$ cat config.mk
export PLATFORM = sky130hd
export DESIGN_NAME = atm_round
export DESIGN_NICKNAME = d
export VERILOG_FILES = /design/src/hw/rtl/atm_pkg.sv /design/src/hw/rtl/atm_round.sv
export SDC_FILE = /design/constraint.sdc
export NUM_CORES = 1
export LEC_CHECK = 0
export CORE_MARGIN = 2
export CORE_UTILIZATION = 40
export DETAILED_ROUTE_END_ITERATION = 6
export DONT_BUFFER_PORTS = 1
export PLACE_DENSITY = 0.6
export RECOVER_POWER = 50
export SLEW_MARGIN = 10
export SYNTH_ARGS = -nofsm -noshare
export SYNTH_HDL_FRONTEND = slang
export SYNTH_SLANG_ARGS = --single-unit
export TNS_END_PERCENT = 50
$ cat constraint.sdc
create_clock -name clk -period 9.65 [get_ports clk]
set_clock_uncertainty 0.1 [all_clocks]
set_input_delay 0.965 -clock clk [delete_from_list [all_inputs] [get_ports clk]]
set_output_delay 0.965 -clock clk [all_outputs]
set_load 0.005 [all_outputs]
$ cat src/hw/rtl/atm_pkg.sv
// Shared types and constants of the accelerometer tilt and magnitude unit.
package atm_pkg;

  localparam int MagW       = 16;
  localparam int TiltW      = 14;
  localparam int AngW       = 29;
  localparam int CordW      = 36;
  localparam int CordSteps  = 24;
  localparam int HRootSteps = 32;
  localparam int MagSteps   = 16;
  localparam int RecipShift = 40;
  localparam int RoundW     = 27;

  typedef logic signed [AngW-1:0] ang_t;

  // atan(2^-i) in units of 1e-6 degree.
  localparam ang_t AtanTab [CordSteps] = '{
    29'sd45000000, 29'sd26565051, 29'sd14036243, 29'sd7125016, 29'sd3576334,
    29'sd1789911, 29'sd895174, 29'sd447614, 29'sd223811, 29'sd111906,
    29'sd55953, 29'sd27976, 29'sd13988, 29'sd6994, 29'sd3497, 29'sd1749,
    29'sd874, 29'sd437, 29'sd219, 29'sd109, 29'sd55, 29'sd27, 29'sd14, 29'sd7
  };

  localparam logic [RoundW-1:0] RecipMul  = 27'd109951163;
  localparam logic [RoundW-1:0] RoundBias = 27'd5000;
  localparam ang_t              AngMax    = 29'sd90000000;
  localparam logic [TiltW-1:0]  TiltMax   = 14'd9000;
  localparam logic [15:0]       ThreshReset = 16'd8197;

  typedef struct packed {
    logic [MagW-1:0] mag;
    logic [32:0]     az_x;
    logic [31:0]     hroot;
    logic            zero;
  } root_res_t;

  typedef struct packed {
    ang_t            ang;
    logic [MagW-1:0] mag;
    logic            zero;
  } cord_res_t;

endpackage

$ cat src/hw/rtl/atm_round.sv
// Angle clamp and rounding to centidegrees, freefall decision, output register.
module atm_round (
  input  logic                        clk,
  input  logic                        rst,
  input  logic                        en,
  input  logic                        in_valid,
  input  atm_pkg::cord_res_t          in,
  input  logic [15:0]                 threshold,
  output logic                        out_valid,
  output logic [atm_pkg::MagW-1:0]    mag,
  output logic [atm_pkg::TiltW-1:0]   tilt,
  output logic                        ff
);
  import atm_pkg::*;

  ang_t                  ang_c;
  logic [RoundW-1:0]     biased;
  logic [2*RoundW-1:0]   prod;
  logic [MagW-1:0]       mag_a;
  logic                  ff_a, zero_a, vld_a;
  logic [TiltW-1:0]      q;

  always_comb begin
    if (in.ang < 0) begin
      ang_c = '0;
    end else if (in.ang > AngMax) begin
      ang_c = AngMax;
    end else begin
      ang_c = in.ang;
    end
  end

  assign biased = RoundW'(ang_c) + RoundBias;

  // Division by 10000 as a multiply by the reciprocal.
  always_ff @(posedge clk) begin
    if (en) begin
      prod   <= biased * RecipMul;
      mag_a  <= in.mag;
      ff_a   <= (in.mag < threshold);
      zero_a <= in.zero;
    end
  end

  assign q = prod[RecipShift+TiltW-1:RecipShift];

  always_ff @(posedge clk) begin
    if (en) begin
      mag <= mag_a;
      ff  <= ff_a;
      if (ff_a || zero_a) begin
        tilt <= '0;
      end else if (q > TiltMax) begin
        tilt <= TiltMax;
      end else begin
        tilt <= q;
      end
    end
  end

  always_ff @(posedge clk) begin
    if (rst) begin
      vld_a     <= 1'b0;
      out_valid <= 1'b0;
    end else if (en) begin
      vld_a     <= in_valid;
      out_valid <= vld_a;
    end
  end

endmodule

# Word-level counts from Yosys, hierarchy flattened

Cells that the tools add are included.

Register bits after elaboration: 105
Input port bits: 66
Output and inout port bits: 32
Logic and storage cells: 21

$add $sub $neg: 1
$mul: 1
$lt $le $gt $ge: 4
Mux-type cells: 3
Reduce and logical (&&, ||, !) cells: 2

Operator list:

| kind                                                             | number |
|---|---|
| multiplier 27 x 27 -> 54 bit (second input constant)             | 1 |
| two-way mux 27 bit                                               | 2 |
| greater-than comparator 29 x 28 -> 1 bit (second input constant) | 1 |
| < comparator 29 x 1 -> 1 bit (second input constant)             | 1 |
| adder 27 x 13 -> 27 bit (second input constant)                  | 1 |
| < comparator 16 bit                                              | 1 |
| greater-than comparator 14 bit (second input constant)           | 1 |
| two-way mux 14 bit                                               | 1 |
| OR reduction 2 bit                                               | 1 |
| logical OR 1 bit                                                 | 1 |

# Logic depth before layout (Yosys ltp)

Depth after elaboration: 5
Gate-level depth with buffers: 39
Depth with buffers taken out: 37

# Worst setup path before layout

OpenSTA, ideal clock, no wires.

Path kind: input-to-reg
Start: input in[44] in the netlist's numbering
End: register prod[46], data pin
Setup time: 0.261 ns
Arrival time: 9.904 ns
Required time: 9.289 ns
Path slack: -0.615 ns
Cell stages on the path: 36
Path buffers: 2
Cells stage by stage: and4bb_2 -> nand3_2 -> and2b_1 -> o31a_1 -> clkbuf_1 -> clkbuf_1 -> nand2_1 -> inv_1 -> ha_1 -> and3_1 -> or4_1 -> inv_1 -> o31ai_1 -> a21oi_1 -> nor4_1 -> xnor2_1 -> ha_1 -> inv_1 -> fa_1 -> fa_1 -> inv_1 -> fa_1 -> fa_1 -> fa_1 -> inv_1 -> fa_1 -> inv_1 -> ha_1 -> nand4_1 -> nor2_1 -> nand3_1 -> and4b_1 -> o21ai_0 -> a31oi_2 -> a2111oi_0 -> a311o_1

Word-level cells in the longest chain between the ends: 5
Elaborated cells on any way between the ends: 6
Classes of those cells: add/sub: 1; mul: 1; order compare: 2; mux: 2

RTL lines:

| what                                     | line            | source |
|---|---|---|
| start, declared                          | atm_round.sv:7  | `input atm_pkg::cord_res_t in,` |
| greater-than comparator 29 x 28 -> 1 bit | atm_round.sv:26 | `end else if (in.ang > AngMax) begin` |
| two-way mux 27 bit                       | atm_round.sv:26 |  |
| two-way mux 27 bit (*)                   | atm_round.sv:24 | `if (in.ang < 0) begin` |
| adder 27 x 13 -> 27 bit (*)              | atm_round.sv:33 | `assign biased = RoundW'(ang_c) + RoundBias;` |
| multiplier 27 x 27 -> 54 bit (*)         | atm_round.sv:38 | `prod <= biased * RecipMul;` |
| end signal, assigned                     | atm_round.sv:38 |  |
| end, declared                            | atm_round.sv:18 | `logic [2*RoundW-1:0] prod;` |

Every way passes the cells marked *; elsewhere a longest branch is shown, timed or not.
A chain may end at the register's enable or synchronous reset.

# Worst setup path after layout

Start: input in[42] in the netlist's numbering
End: register prod[46], data pin

Same word-level chain as after synthesis.

==> results.sh <==
export IMPL_syn_area_um2=16390
export IMPL_grt_met2_usage_pct=34.58
export IMPL_htreeDepth=3
export IMPL_synth_edf_count=63
export IMPL_clock_sinks=65
export IMPL_worst_r2r_startpoint="prod[40]"
export IMPL_multiInputGateArea_um2=12630
export IMPL_fmax_ghz=0.1063
export IMPL_slowest_stage="fa_1"
export IMPL_hpwlAfterDp_um=39800
export IMPL_clkTransAtPathRegs_ns=0.05
export IMPL_hold_class="register to register"
export IMPL_first_pass_iters=5
export IMPL_synth_seq_cells=65
export IMPL_regArea_um2=1932
export IMPL_yosysSeqAreaShare_pct=11.79
export IMPL_critPathLaunchType="input pin"
export IMPL_final_area_um2=18590
export IMPL_tightest_slew_ns=0.6943
export IMPL_ios=98
export IMPL_status="completed"
export IMPL_die_y_um=206.4
export IMPL_syn_inst=1639
export IMPL_timing_final_crit_share_pct=97.50
export IMPL_cts_tree="done"
export IMPL_initialDrtViolationCount=671
export IMPL_worstSetupPathType="input pin to register"
export IMPL_vias=11360
export IMPL_core_um2=40650
export IMPL_path_common_cell="fa_1"
export IMPL_grt_usage_pct=21.34
export IMPL_top_usage_layer="met2"
export IMPL_max_stage_delay_ns=0.61
export IMPL_start_util_pct=40.32
export IMPL_drive_gt1_share_pct=12.32
export IMPL_grt_use_met3_pct=3.343
export IMPL_cts_made_buffers=9
export IMPL_cts_buffer_depth=2
export IMPL_overflow=0
export IMPL_hold_viol=0
export IMPL_end_kind="register"
export IMPL_relSlewSlack_pct=53.61
export IMPL_first_global_vias=11990
export IMPL_io_buffer_count=0
export IMPL_finalSetupViolCount=0
export IMPL_synth_cell_types=75
export IMPL_drv_slew=0
export IMPL_syn_nets=2286
export IMPL_die_w_um=206.4
export IMPL_num_fill_cells=3835
export IMPL_placedInstanceArea_um2=17940
export IMPL_crit_path_max_fanout=8
export IMPL_critPathLaunch="in[42]"
export IMPL_hp_start="mag_a[8]"
export IMPL_antenna_cells=0
export IMPL_use_met1_pct=30.38
export IMPL_grt_max_degree=66
export IMPL_drt_wirelength_per_cell_um=19.08
export IMPL_period_needed_ns=9.408
export IMPL_grt_first_pass_wirelength_um=67680
export IMPL_antenna_found_initial=0
export IMPL_clock_latency_ns=0.32
export IMPL_ys_warn_count=0
export IMPL_synth_flop_cell="edfxtp_1"
export IMPL_viasPerCell=4.935
export IMPL_num_rows=74
export IMPL_drv_cap=0
export IMPL_wl_um=43890
export IMPL_drcViolationCount=0
export IMPL_root_buffer="clkbuf_16"
export IMPL_fp_dieArea_um2=42610
export IMPL_area_delta_synth_final_pct=13.42
export IMPL_globalplace_congestion=0.9438
export IMPL_synth_area_per_cell_um2=10.00
export IMPL_postRouteAntennaNets=0
export IMPL_cp_data_required_time_ns=9.62
export IMPL_critPathArrivalTime_ns=9.38
export IMPL_fin_nets=2414
export IMPL_async_flop_share_pct=0
## cell type report
type | instances | share of cell area, %
clock buffer | 10 | 1.232
clock inverter | 3 | 0.06058
inverter | 572 | 11.55
multi-input combinational | 992 | 67.97
sequential | 65 | 10.39
tap | 532 | 3.581
timing repair buffer | 127 | 5.216
## cells in the mapped netlist, drive strengths merged, types with 5 or more instances
| cell | n | area share, % |
|---|---|---|
| nand3 | 19 | 0.61 |
| o211ai | 7 | 0.32 |
| nor3 | 16 | 0.66 |
| nand2b | 5 | 0.19 |
| fa | 305 | 37 |
| a31oi | 7 | 0.40 |
| ha | 276 | 21 |
| nand4 | 10 | 0.38 |
| o31ai | 5 | 0.23 |
| nor4 | 7 | 0.27 |
| edfxtp | 63 | 12 |
| nand2 | 39 | 0.89 |
| nor2 | 30 | 0.69 |
| and2 | 12 | 0.46 |
| a211oi | 7 | 0.32 |
| inv | 572 | 13 |
| a21oi | 51 | 1.6 |
| o21a | 6 | 0.27 |
| and3 | 9 | 0.34 |
| o21ai | 22 | 0.67 |
| nor2b | 7 | 0.27 |
| xor2 | 14 | 0.75 |
| clkbuf | 6 | 0.15 |
| xnor2 | 46 | 2.5 |
| a21o | 26 | 1.2 |
## placed cells by master, fill, tap and decap left out, types with 17 or more instances in the layout
cell type,count
nor2_1,25
fa_1,296
nand2_1,37
o21ai_0,18
a21o_1,26
ha_1,263
a21oi_1,47
xnor2_1,40
nand3_1,17
edfxtp_1,63
inv_1,564
buf_4,125
## layer usage
metal,vias to the layer above,wire (um)
li1,5320,-
met1,5722,20030
met2,264,20840
met3,49,2139
met4,0,886
met5,-,0
## path summary, 6_finish.rpt
check,end,slack [ns],cells after the start
setup reg to reg,tilt[11],7.38,7
setup / recovery,prod[46],0.24,37
hold / removal,mag[8],0.31,0
hold reg to reg,mag[8],0.31,0
## per-stage QoR
step           setup TNS (ns)  instances  setup slack (ns)  hold slack (ns)  util (%)
2_1_floorplan               0       1639          0.001832           0.3003         -
6_report                    0       2301            0.2415           0.3143     45.73
4_1_cts                     0       2287           0.04457           0.3156     44.74
5_1_grt              -0.07996       2301          -0.03870           0.3230     45.73
3_5_place_dp           -2.076       2274           -0.2770           0.3045     44.15
3_3_place_gp          -0.4873       2274           -0.1083           0.3001     44.15
## registers in the layout, indices dropped and copies added (netlist names)
signal	cells
mag	16
mag_a	16
prod	14
tilt	14
ff	1
ff_a	1
out_valid	1
vld_a	1
zero_a	1
## timing repair
item	in CTS	in global routing
setup buffers	0	14
endpoints found under the setup margin	0	13
gates resized for setup	0	57
hold buffers	0	0
## worst max-delay path: cells and delay by family
family | cells | cell delay, ns
compound gates | 9 | 1.67
fa+ha+maj | 9 | 3.67
buf+inv | 9 | 1.05
simple gates | 10 | 2.05
## cell families after synthesis
group	count (synthesis)	synth area share [%]
xor+xnor	60	3.252
simple gates	186	6.397
mux	2	0.1222
flops	65	11.79
buf+inv	582	13.36
compound gates	163	6.756
fa+ha+maj	581	58.33
Power is not shown: default switching activity piles up to over one toggle a cycle in this logic, so the estimate is an artifact.
